[src/hdl/smpq_pkg.sv]
package smpq_pkg;

   localparam int unsigned DATA_W = 32;

   typedef logic [1:0] status_code_type;

   localparam status_code_type ST_PUSHED = 2'd0;
   localparam status_code_type ST_POPPED = 2'd1;
   localparam status_code_type ST_EMPTY  = 2'd2;
   localparam status_code_type ST_FULL   = 2'd3;

   localparam logic ACT_PUSH = 1'b0;
   localparam logic ACT_POP  = 1'b1;

   // controller to datapath
   typedef struct packed {
      logic            load_req;
      logic            rd_front;
      logic            rd_hole;
      logic            wr_shift;
      logic            wr_value;
      logic            dec_hole;
      logic            push_commit;
      logic            pop_commit;
      logic            set_status;
      status_code_type status_code;
      logic            capture_pop;
      logic            emit;
   } cmd_type;

   // datapath to controller
   typedef struct packed {
      logic act_pop;
      logic empty;
      logic full;
      logic hole_zero;
      logic shift;
      logic rsp_free;
   } stat_type;

endpackage

[src/hdl/smpq_if.sv]
interface smpq_req_if;
   logic                              valid;
   logic                              ready;
   logic                              action;
   logic signed [smpq_pkg::DATA_W-1:0] push_value;

   modport source (output valid, output action, output push_value, input ready);
   modport sink   (input valid, input action, input push_value, output ready);
endinterface

interface smpq_rsp_if;
   logic                              valid;
   logic                              ready;
   logic [1:0]                        status;
   logic signed [smpq_pkg::DATA_W-1:0] popped_value;

   modport source (output valid, output status, output popped_value, input ready);
   modport sink   (input valid, input status, input popped_value, output ready);
endinterface

[src/hdl/sorted_min_priority_queue_unit.sv]
// sorted min-priority queue of signed 32-bit values, smallest value out first
// req channel: action 0 pushes push_value in sorted order (ahead of equal
// values), action 1 pops the smallest value. every request transaction
// gives exactly one rsp transaction carrying status (pushed, popped, pop on
// empty, push refused when full) and popped_value (zero unless popped).
// one transaction is worked at a time; entries live in a ring in one ram
// with a head pointer, so a pop costs one ram read.
// steps from request accept to result shown:
//   empty pop or refused push: decode sets the status, then finish
//   pop: decode reads the front, pop_wait takes the ram read, then finish
//   push: decode, then push_rd and push_cmp for each held entry not below
//   the value, and the value is written (in push_rd when it goes to the front);
//   each moved entry takes one ram read and one ram write in turn
// a new request is taken as soon as the result is loaded into the
// rsp register, even while that result still waits to be taken.
// reset (synchronous) empties the queue; ram contents need no clearing.
// when the receiver stalls, the result holds in the rsp register and a
// following transaction is worked up to its own result, then waits.
module sorted_min_priority_queue_unit #(
   parameter int unsigned CAPACITY = 128
) (
   input logic        clock,
   input logic        reset,
   smpq_req_if.sink   req,
   smpq_rsp_if.source rsp
);

   smpq_pkg::cmd_type  cmd;
   smpq_pkg::stat_type stat;

   smpq_ctrl u_ctrl (
      .clock    (clock),
      .reset    (reset),
      .in_valid (req.valid),
      .in_ready (req.ready),
      .stat     (stat),
      .cmd      (cmd)
   );

   smpq_dpath #(
      .CAPACITY (CAPACITY)
   ) u_dpath (
      .clock      (clock),
      .reset      (reset),
      .cmd        (cmd),
      .stat       (stat),
      .in_action  (req.action),
      .in_value   (req.push_value),
      .out_valid  (rsp.valid),
      .out_ready  (rsp.ready),
      .out_status (rsp.status),
      .out_value  (rsp.popped_value)
   );

   a_one_at_a_time: assert property (@(posedge clock) disable iff (reset)
      (req.valid && req.ready) |=> !req.ready)
      else $error("request taken while another is in progress");

   a_emit_shows: assert property (@(posedge clock) disable iff (reset)
      cmd.emit |=> rsp.valid)
      else $error("result not presented after emit");

   a_no_pop_empty: assert property (@(posedge clock) disable iff (reset)
      cmd.pop_commit |-> !stat.empty)
      else $error("pop committed on empty queue");

   a_no_push_full: assert property (@(posedge clock) disable iff (reset)
      cmd.push_commit |-> !stat.full)
      else $error("push committed on full queue");

endmodule

[src/hdl/smpq_ram.sv]
module smpq_ram #(
   parameter int unsigned WIDTH = 32,
   parameter int unsigned DEPTH = 128
) (
   input  logic                     clock,
   input  logic                     wr_en,
   input  logic [$clog2(DEPTH)-1:0] wr_addr,
   input  logic [WIDTH-1:0]         wr_data,
   input  logic                     rd_en,
   input  logic [$clog2(DEPTH)-1:0] rd_addr,
   output logic [WIDTH-1:0]         rd_data
);

   logic [WIDTH-1:0] mem_ff [DEPTH];
   logic [WIDTH-1:0] rd_data_ff;

   always_ff @(posedge clock) begin
      if (wr_en) begin
         mem_ff[wr_addr] <= wr_data;
      end
      if (rd_en) begin
         rd_data_ff <= mem_ff[rd_addr];
      end
   end

   assign rd_data = rd_data_ff;

endmodule

[src/hdl/smpq_ctrl.sv]
module smpq_ctrl (
   input  logic                clock,
   input  logic                reset,
   input  logic                in_valid,
   output logic                in_ready,
   input  smpq_pkg::stat_type  stat,
   output smpq_pkg::cmd_type   cmd
);

   localparam logic [2:0] S_IDLE     = 3'd0;
   localparam logic [2:0] S_DECODE   = 3'd1;
   localparam logic [2:0] S_POP_WAIT = 3'd2;
   localparam logic [2:0] S_PUSH_RD  = 3'd3;
   localparam logic [2:0] S_PUSH_CMP = 3'd4;
   localparam logic [2:0] S_FINISH   = 3'd5;

   logic [2:0] state_ff;
   logic [2:0] state_in;

   always_comb begin
      state_in = state_ff;
      cmd      = '0;
      in_ready = 1'b0;
      case (state_ff)
         S_IDLE: begin
            in_ready = 1'b1;
            if (in_valid) begin
               cmd.load_req = 1'b1;
               state_in     = S_DECODE;
            end
         end
         S_DECODE: begin
            if (stat.act_pop) begin
               if (stat.empty) begin
                  cmd.set_status  = 1'b1;
                  cmd.status_code = smpq_pkg::ST_EMPTY;
                  state_in        = S_FINISH;
               end else begin
                  cmd.rd_front = 1'b1;
                  state_in     = S_POP_WAIT;
               end
            end else begin
               if (stat.full) begin
                  cmd.set_status  = 1'b1;
                  cmd.status_code = smpq_pkg::ST_FULL;
                  state_in        = S_FINISH;
               end else begin
                  state_in = S_PUSH_RD;
               end
            end
         end
         S_POP_WAIT: begin
            cmd.set_status  = 1'b1;
            cmd.status_code = smpq_pkg::ST_POPPED;
            cmd.capture_pop = 1'b1;
            cmd.pop_commit  = 1'b1;
            state_in        = S_FINISH;
         end
         S_PUSH_RD: begin
            if (stat.hole_zero) begin
               cmd.wr_value    = 1'b1;
               cmd.push_commit = 1'b1;
               cmd.set_status  = 1'b1;
               cmd.status_code = smpq_pkg::ST_PUSHED;
               state_in        = S_FINISH;
            end else begin
               cmd.rd_hole = 1'b1;
               state_in    = S_PUSH_CMP;
            end
         end
         S_PUSH_CMP: begin
            // entries not below the new value move up one place
            if (stat.shift) begin
               cmd.wr_shift = 1'b1;
               cmd.dec_hole = 1'b1;
               state_in     = S_PUSH_RD;
            end else begin
               cmd.wr_value    = 1'b1;
               cmd.push_commit = 1'b1;
               cmd.set_status  = 1'b1;
               cmd.status_code = smpq_pkg::ST_PUSHED;
               state_in        = S_FINISH;
            end
         end
         S_FINISH: begin
            if (stat.rsp_free) begin
               cmd.emit = 1'b1;
               state_in = S_IDLE;
            end
         end
         default: begin
            state_in = S_IDLE;
         end
      endcase
   end

   always_ff @(posedge clock) begin
      if (reset) begin
         state_ff <= S_IDLE;
      end else begin
         state_ff <= state_in;
      end
   end

endmodule

[src/hdl/smpq_dpath.sv]
module smpq_dpath #(
   parameter int unsigned CAPACITY = 128
) (
   input  logic                                clock,
   input  logic                                reset,
   input  smpq_pkg::cmd_type                   cmd,
   output smpq_pkg::stat_type                  stat,
   input  logic                                in_action,
   input  logic signed [smpq_pkg::DATA_W-1:0]  in_value,
   output logic                                out_valid,
   input  logic                                out_ready,
   output smpq_pkg::status_code_type           out_status,
   output logic signed [smpq_pkg::DATA_W-1:0]  out_value
);

   localparam int unsigned IDX_W = $clog2(CAPACITY);
   localparam int unsigned CNT_W = $clog2(CAPACITY + 1);
   localparam int unsigned SUM_W = IDX_W + 1;

   logic [IDX_W-1:0]                   head_ff;
   logic [IDX_W-1:0]                   head_in;
   logic [CNT_W-1:0]                   count_ff;
   logic [CNT_W-1:0]                   count_in;
   logic [IDX_W-1:0]                   hole_ff;
   logic                               action_ff;
   logic signed [smpq_pkg::DATA_W-1:0] value_ff;
   smpq_pkg::status_code_type          res_status_ff;
   logic signed [smpq_pkg::DATA_W-1:0] res_value_ff;
   logic                               out_valid_ff;
   smpq_pkg::status_code_type          out_status_ff;
   logic signed [smpq_pkg::DATA_W-1:0] out_value_ff;

   logic [IDX_W-1:0]                   rd_logical;
   logic [IDX_W-1:0]                   rd_addr;
   logic [IDX_W-1:0]                   wr_addr;
   logic [smpq_pkg::DATA_W-1:0]        wr_data;
   logic [smpq_pkg::DATA_W-1:0]        rd_data;
   logic                               rd_en;
   logic                               wr_en;

   // logical slot to ring address, the sum stays below twice the depth
   function automatic logic [IDX_W-1:0] ring_addr(input logic [IDX_W-1:0] base,
                                                  input logic [IDX_W-1:0] offs);
      logic [SUM_W-1:0] sum;
      sum = {1'b0, base} + {1'b0, offs};
      if (sum >= SUM_W'(CAPACITY)) begin
         sum = sum - SUM_W'(CAPACITY);
      end
      return sum[IDX_W-1:0];
   endfunction

   assign rd_en      = cmd.rd_front | cmd.rd_hole;
   assign rd_logical = cmd.rd_hole ? (hole_ff - IDX_W'(1)) : '0;
   assign rd_addr    = ring_addr(head_ff, rd_logical);
   assign wr_en      = cmd.wr_shift | cmd.wr_value;
   assign wr_addr    = ring_addr(head_ff, hole_ff);
   assign wr_data    = cmd.wr_shift ? rd_data : value_ff;

   smpq_ram #(
      .WIDTH (smpq_pkg::DATA_W),
      .DEPTH (CAPACITY)
   ) u_ram (
      .clock   (clock),
      .wr_en   (wr_en),
      .wr_addr (wr_addr),
      .wr_data (wr_data),
      .rd_en   (rd_en),
      .rd_addr (rd_addr),
      .rd_data (rd_data)
   );

   assign stat.act_pop   = (action_ff == smpq_pkg::ACT_POP);
   assign stat.empty     = (count_ff == '0);
   assign stat.full      = (count_ff == CNT_W'(CAPACITY));
   assign stat.hole_zero = (hole_ff == '0);
   assign stat.shift     = ($signed(rd_data) >= value_ff);
   assign stat.rsp_free  = ~out_valid_ff | out_ready;

   always_comb begin
      head_in  = head_ff;
      count_in = count_ff;
      if (cmd.pop_commit) begin
         head_in  = ring_addr(head_ff, IDX_W'(1));
         count_in = count_ff - CNT_W'(1);
      end else if (cmd.push_commit) begin
         count_in = count_ff + CNT_W'(1);
      end
   end

   always_ff @(posedge clock) begin
      if (reset) begin
         head_ff      <= '0;
         count_ff     <= '0;
         out_valid_ff <= 1'b0;
      end else begin
         head_ff  <= head_in;
         count_ff <= count_in;
         if (cmd.emit) begin
            out_valid_ff <= 1'b1;
         end else if (out_ready) begin
            out_valid_ff <= 1'b0;
         end
      end
   end

   always_ff @(posedge clock) begin
      if (cmd.load_req) begin
         action_ff <= in_action;
         value_ff  <= in_value;
         hole_ff   <= count_ff[IDX_W-1:0];
      end else if (cmd.dec_hole) begin
         hole_ff <= hole_ff - IDX_W'(1);
      end
      if (cmd.set_status) begin
         res_status_ff <= cmd.status_code;
         res_value_ff  <= cmd.capture_pop ? $signed(rd_data) : '0;
      end
      if (cmd.emit) begin
         out_status_ff <= res_status_ff;
         out_value_ff  <= res_value_ff;
      end
   end

   assign out_valid  = out_valid_ff;
   assign out_status = out_status_ff;
   assign out_value  = out_value_ff;

endmodule
[src/flat_wrapper.sv]
// flat-port wrapper written by rule: the top's interface ports become plain ports
module sorted_min_priority_queue_unit_flat 
#(
   parameter int unsigned CAPACITY = 128
)
  (clock, reset, req_valid, req_action, req_push_value, req_ready, rsp_valid, rsp_status, rsp_popped_value, rsp_ready);
  smpq_req_if req_i ();
  smpq_rsp_if rsp_i ();
  input logic clock;
  input logic reset;
  input wire logic [$bits(req_i.valid)-1:0] req_valid;
  input wire logic [$bits(req_i.action)-1:0] req_action;
  input wire logic [$bits(req_i.push_value)-1:0] req_push_value;
  output wire logic [$bits(req_i.ready)-1:0] req_ready;
  output wire logic [$bits(rsp_i.valid)-1:0] rsp_valid;
  output wire logic [$bits(rsp_i.status)-1:0] rsp_status;
  output wire logic [$bits(rsp_i.popped_value)-1:0] rsp_popped_value;
  input wire logic [$bits(rsp_i.ready)-1:0] rsp_ready;
  assign req_i.valid = req_valid;
  assign req_i.action = req_action;
  assign req_i.push_value = req_push_value;
  assign req_ready = req_i.ready;
  assign rsp_valid = rsp_i.valid;
  assign rsp_status = rsp_i.status;
  assign rsp_popped_value = rsp_i.popped_value;
  assign rsp_i.ready = rsp_ready;
  sorted_min_priority_queue_unit #(.CAPACITY(CAPACITY)) u_core (.clock(clock), .reset(reset), .req(req_i), .rsp(rsp_i));
endmodule
[config.mk]
export PLATFORM = sky130hd
export DESIGN_NAME = sorted_min_priority_queue_unit_flat
export DESIGN_NICKNAME = d
export VERILOG_FILES = /design/src/hdl/smpq_pkg.sv /design/src/hdl/smpq_if.sv /design/src/hdl/sorted_min_priority_queue_unit.sv /design/src/hdl/smpq_ram.sv /design/src/hdl/smpq_ctrl.sv /design/src/hdl/smpq_dpath.sv /design/src/flat_wrapper.sv
export SDC_FILE = /design/constraint.sdc
export NUM_CORES = 2
export LEC_CHECK = 0
export BUFFER_PORTS_ARGS = -buffer_cell sky130_fd_sc_hd__clkbuf_2
export CORE_ASPECT_RATIO = 0.8
export CORE_MARGIN = 2
export CORE_UTILIZATION = 50
export DETAILED_ROUTE_END_ITERATION = 8
export PLACE_DENSITY_LB_ADDON = 0.08
export SLEW_MARGIN = 20
export SYNTH_ARGS = -nofsm -noshare
export SYNTH_HDL_FRONTEND = slang
export SYNTH_SLANG_ARGS = --single-unit
[constraint.sdc]
create_clock -name clock -period 16.99 [get_ports clock]
set_input_delay 0.8495 -clock clock [delete_from_list [all_inputs] [get_ports clock]]
set_output_delay 0.8495 -clock clock [all_outputs]
set_load 0.005 [all_outputs]
==> results.md <==
* Die Y at 515.2 µm
* Synth Cell Area at roughly 160000 µm²
* Post-synth EDFFs at 4236
* Core Area at 324800 µm²
* Fill cells at 23730
* Setup TNS Final at 0 ns
* Syn avg cell area at 24.49 µm²
* DRC violations left at 0
* Post-Synth Adder-Cell Area at 0.4351%
* Grt total ovfl at 0
* Final WL at 445100 µm
* Cell accounting for the most synthesized area: edfxtp_1
* Maximum fanout along the worst path at 61
* Setup ws final at 8.657 ns
* Die Wd at 643 µm
* Clk_skew at 0.06297 ns
* CTS tree: done
* Worst setup SP type: flop
* CTS HTree Levels at 5
* Initial Util at 50.29%
* Post-synth ARST share at 0%
* Net count after synthesis at ~6800
* Mapped Cells at 6668
* CTS root buf: clkbuf_16
* Pre-CTS WS at 8.672 ns
* XOR/XNOR Fraction of Synth Area at 0.1662%
* Post-synthesis simple-gate area fraction at 1.017%
* Largest family of logic cells by synthesized area: multiplexers
* CP cell instances: inv_1 > ha_1 > nand3_1 > or2_2 > nand3_1 > nor2_1 > ha_4 > fa_4 > buf_4 > buf_4 > buf_4 > mux4_2 > mux4_2 > mux2i_1 > a32o_1 > a221oi_1
* P_sw at 5950 µW
* Yosys warns at 0
* Unrepaired setup endpoints after global routing: no
* Die footprint at 331300 µm²
* Pin count of the biggest net entering global routing at between 100 and 150
* Maximum vdd ir drop at between 90 and 100 µV
* Internal at 18350 µW
* Core Util, Final at ~57%
* Net Sw Frac at 24.48%
* Via/cell ratio at 6.420
* Final min period at roughly 8.3 ns
* First-pass GRT wire length at 614400 µm
* DRT Pass-1 Iters at 7
* Slowest cell on crit path: fa_4
* Most frequent cells in the layout: edfxtp_1, mux4_2, clkbuf_16
* Complex-gate fraction of the synthesized area at 0.7078%
* CTS Hold Bufs at 0
* Initial antenna violation count at 32
* Post-synthesis mux area share at 18.47%
* Seq/Total Area, Yosys at 78.11%
* Hold WC Path Type: primary input to flop
* Post-CTS Resized at 0
* Final setup viols at 0
* Average wire per standard cell at 37.70 µm
* Area share of the largest cell type after synthesis at 77.88%
* Launch point of the worst reg-to-reg path: u_core.u_dpath.hole_ff[0]
* Hold Path Origin: req_push_value[8]
* Vias post-DR at 75790
* Worst-Skew Late Latency at between 0.9 and 1 ns
* Iter 0 DRT Violations at around 11000
* Comb power frac at 12.4%
* Share of cells above drive strength 1 at about a third
* Clock slew at reported path FFs at about 0.06 ns
* Synth cell types at 54
* Most numerous cell on the critical path: buf_4
* Synth top area cells: edfxtp_1, mux4_2, mux2i_1, buf_2, ha_1
* Max incr delay on CP at ~1.4 ns
* Nets at 7162
* CP endpoint kind: flop
* Reg2reg setup slack at 8.66 ns
* Commonest non-fill, non-tap cell in the layout: edfxtp_1
* Max-cap viol count at 0
* Final Hold Viols at 0
* Seq pwr share at between 50 and 60%
* Seq cells post-synth at 4255
* HPWL after detailed placement at 244800 µm
* Power Dens Cells at 132.1 nW/µm²
* Clock sinks at 4255
* Worst-margin pin slew at 1.211 ns
* Worst Setup SP: u_core.u_dpath.hole_ff[0]
* Fin. max-slew vios at 0
* Relative slew margins at about 17%
* Vias in the first global route at 76130
* GRT Util Overall at between 20% and 30%
* Number of buffers created by CTS at roughly 410
* Gpl congestion at 0.8743
* Clk network pwr share at 36.8%
* DRT antenna net count at 0
* Leakage Power at approximately 0.055 µW
* Dominant synthesized flop cell: edfxtp_1
* WP data required at 17.64 ns
* Clock buffer depth at 4
* Data arrival, critical path at between 8 and 9 ns
* Buffers added on ports at 72
* Area growth, synth to finish at 12.63%
* Fmax at 120.0 MHz
* CP Class: flop to flop
* FP Rows at 187
* Post-CTS setup buffers at 0
* Status: finished, final reports clean
* Final period utilization at 49.05%
* IO Count at between 70 and 80
[Yosys cell counts, types with 2 or more instances]
master	count
buf_6	9
buf_2	164
mux4_2	1280
dfxtp_1	19
o211ai_1	2
and3_1	32
nor2_1	173
fa_1	3
xnor2_1	20
nor3_1	9
nor4_1	2
o41ai_1	2
or3_1	4
o21bai_1	3
buf_1	15
a21o_1	6
nand4_1	8
o21ai_0	17
ha_1	52
nand2b_1	7
nand4b_1	2
a31oi_1	5
mux2i_1	97
inv_1	48
nand2_1	94
buf_4	18
a221oi_1	32
edfxtp_1	4236
mux2_2	6
clkbuf_1	132
mux2_1	26
or2_2	2
a211oi_1	2
a32o_1	32
xor2_1	11
nand3_1	36
nor2b_1	4
a21oi_1	42
[registers in the layout, summed over array words and instances, names as in the netlist, 7 cells and up]
signal / cells
u_core.u_dpath.value_ff: 32
u_core.u_dpath.u_ram.mem_ff: 4096
u_core.u_dpath.u_ram.rd_data: 32
u_core.u_dpath.hole_ff: 7
u_core.u_dpath.head_ff: 7
u_core.u_dpath.res_value_ff: 32
u_core.u_dpath.count_ff: 8
u_core.u_dpath.out_value: 32
[final timing paths]
check | endpoint | cells past startpoint
worst max-delay path | u_core.u_dpath.u_ram.rd_data[19] | 16
worst min-delay path | u_core.u_dpath.value_ff[8] | 1
worst max register to register | u_core.u_dpath.u_ram.rd_data[19] | 16
worst min register to register | u_core.u_dpath.out_value[16] | 0
[layer usage]
metal	vias to the layer above	track usage, %	part of all wire (%)
met5	-	0	0.013
met4	8	9.063	3.8
met3	658	4.152	7.8
met2	3439	42.32	48
met1	41940	39.09	41
li1	29740	-	-
[through the flow]
step           power (µW)  hold slack, ns  instance area [µm²]  instances
2_1_floorplan       14370          0.4003               163300       6668
5_1_grt             25000         0.05082               183900      11800
3_5_place_dp        15590          0.4045               170800      11000
4_1_cts             24450         0.03677               183800      11750
6_report            24300          0.1043               184000      11800
3_3_place_gp        15510          0.4112               170800      11000
[cells by family (layout without fill, tap and decap cells)]
kind of cell               count (synthesis)  count (layout)
DFF                                     4255            4255
muxes                                   1409            1409
buffers and inverters                    386            1121
and+or+nand+nor                          378             378
AOI/OAI and AO/OA                        154             154
adders and majority gates                 55              55
xor gates and xnor gates                  31              31
other                                      0              54
[area by class of cell]
cell class | count | area [µm²] | area share [%]
Antenna cell | 54 | 135.1 | 0.07346
Clock buffer | 505 | 10830 | 5.887
Clock inverter | 244 | 2131 | 1.158
Inverter | 48 | 180.2 | 0.09795
Multi-Input combinational cell | 2027 | 35230 | 19.15
Sequential cell | 4255 | 127600 | 69.36
Tap cell | 4347 | 5439 | 2.957
Timing Repair Buffer | 324 | 2430 | 1.321
[power groups by stage]
stage          Clock, µW  Sequential, µW  Combinational, µW
5_1_grt             9480           12300               3170
3_5_place_dp           0           12600               3020
2_1_floorplan          0           12600               1780
4_1_cts             9080           12300               3020
6_report            8950           12300               3010
3_3_place_gp           0           12600               2950
[critical path, delay by kind of cell, from the launching register on]
kind | cells | cell delay, ns
adder cells (fa/ha/maj) | 3 | 1.80
buffers and inverters | 4 | 2.56
multiplexers | 3 | 1.69
AND/OR/NAND/NOR | 4 | 0.95
AO/OA/AOI/OAI | 2 | 0.26
flip-flops | 1 | 0.50
Power figures use the tool's default switching activity.
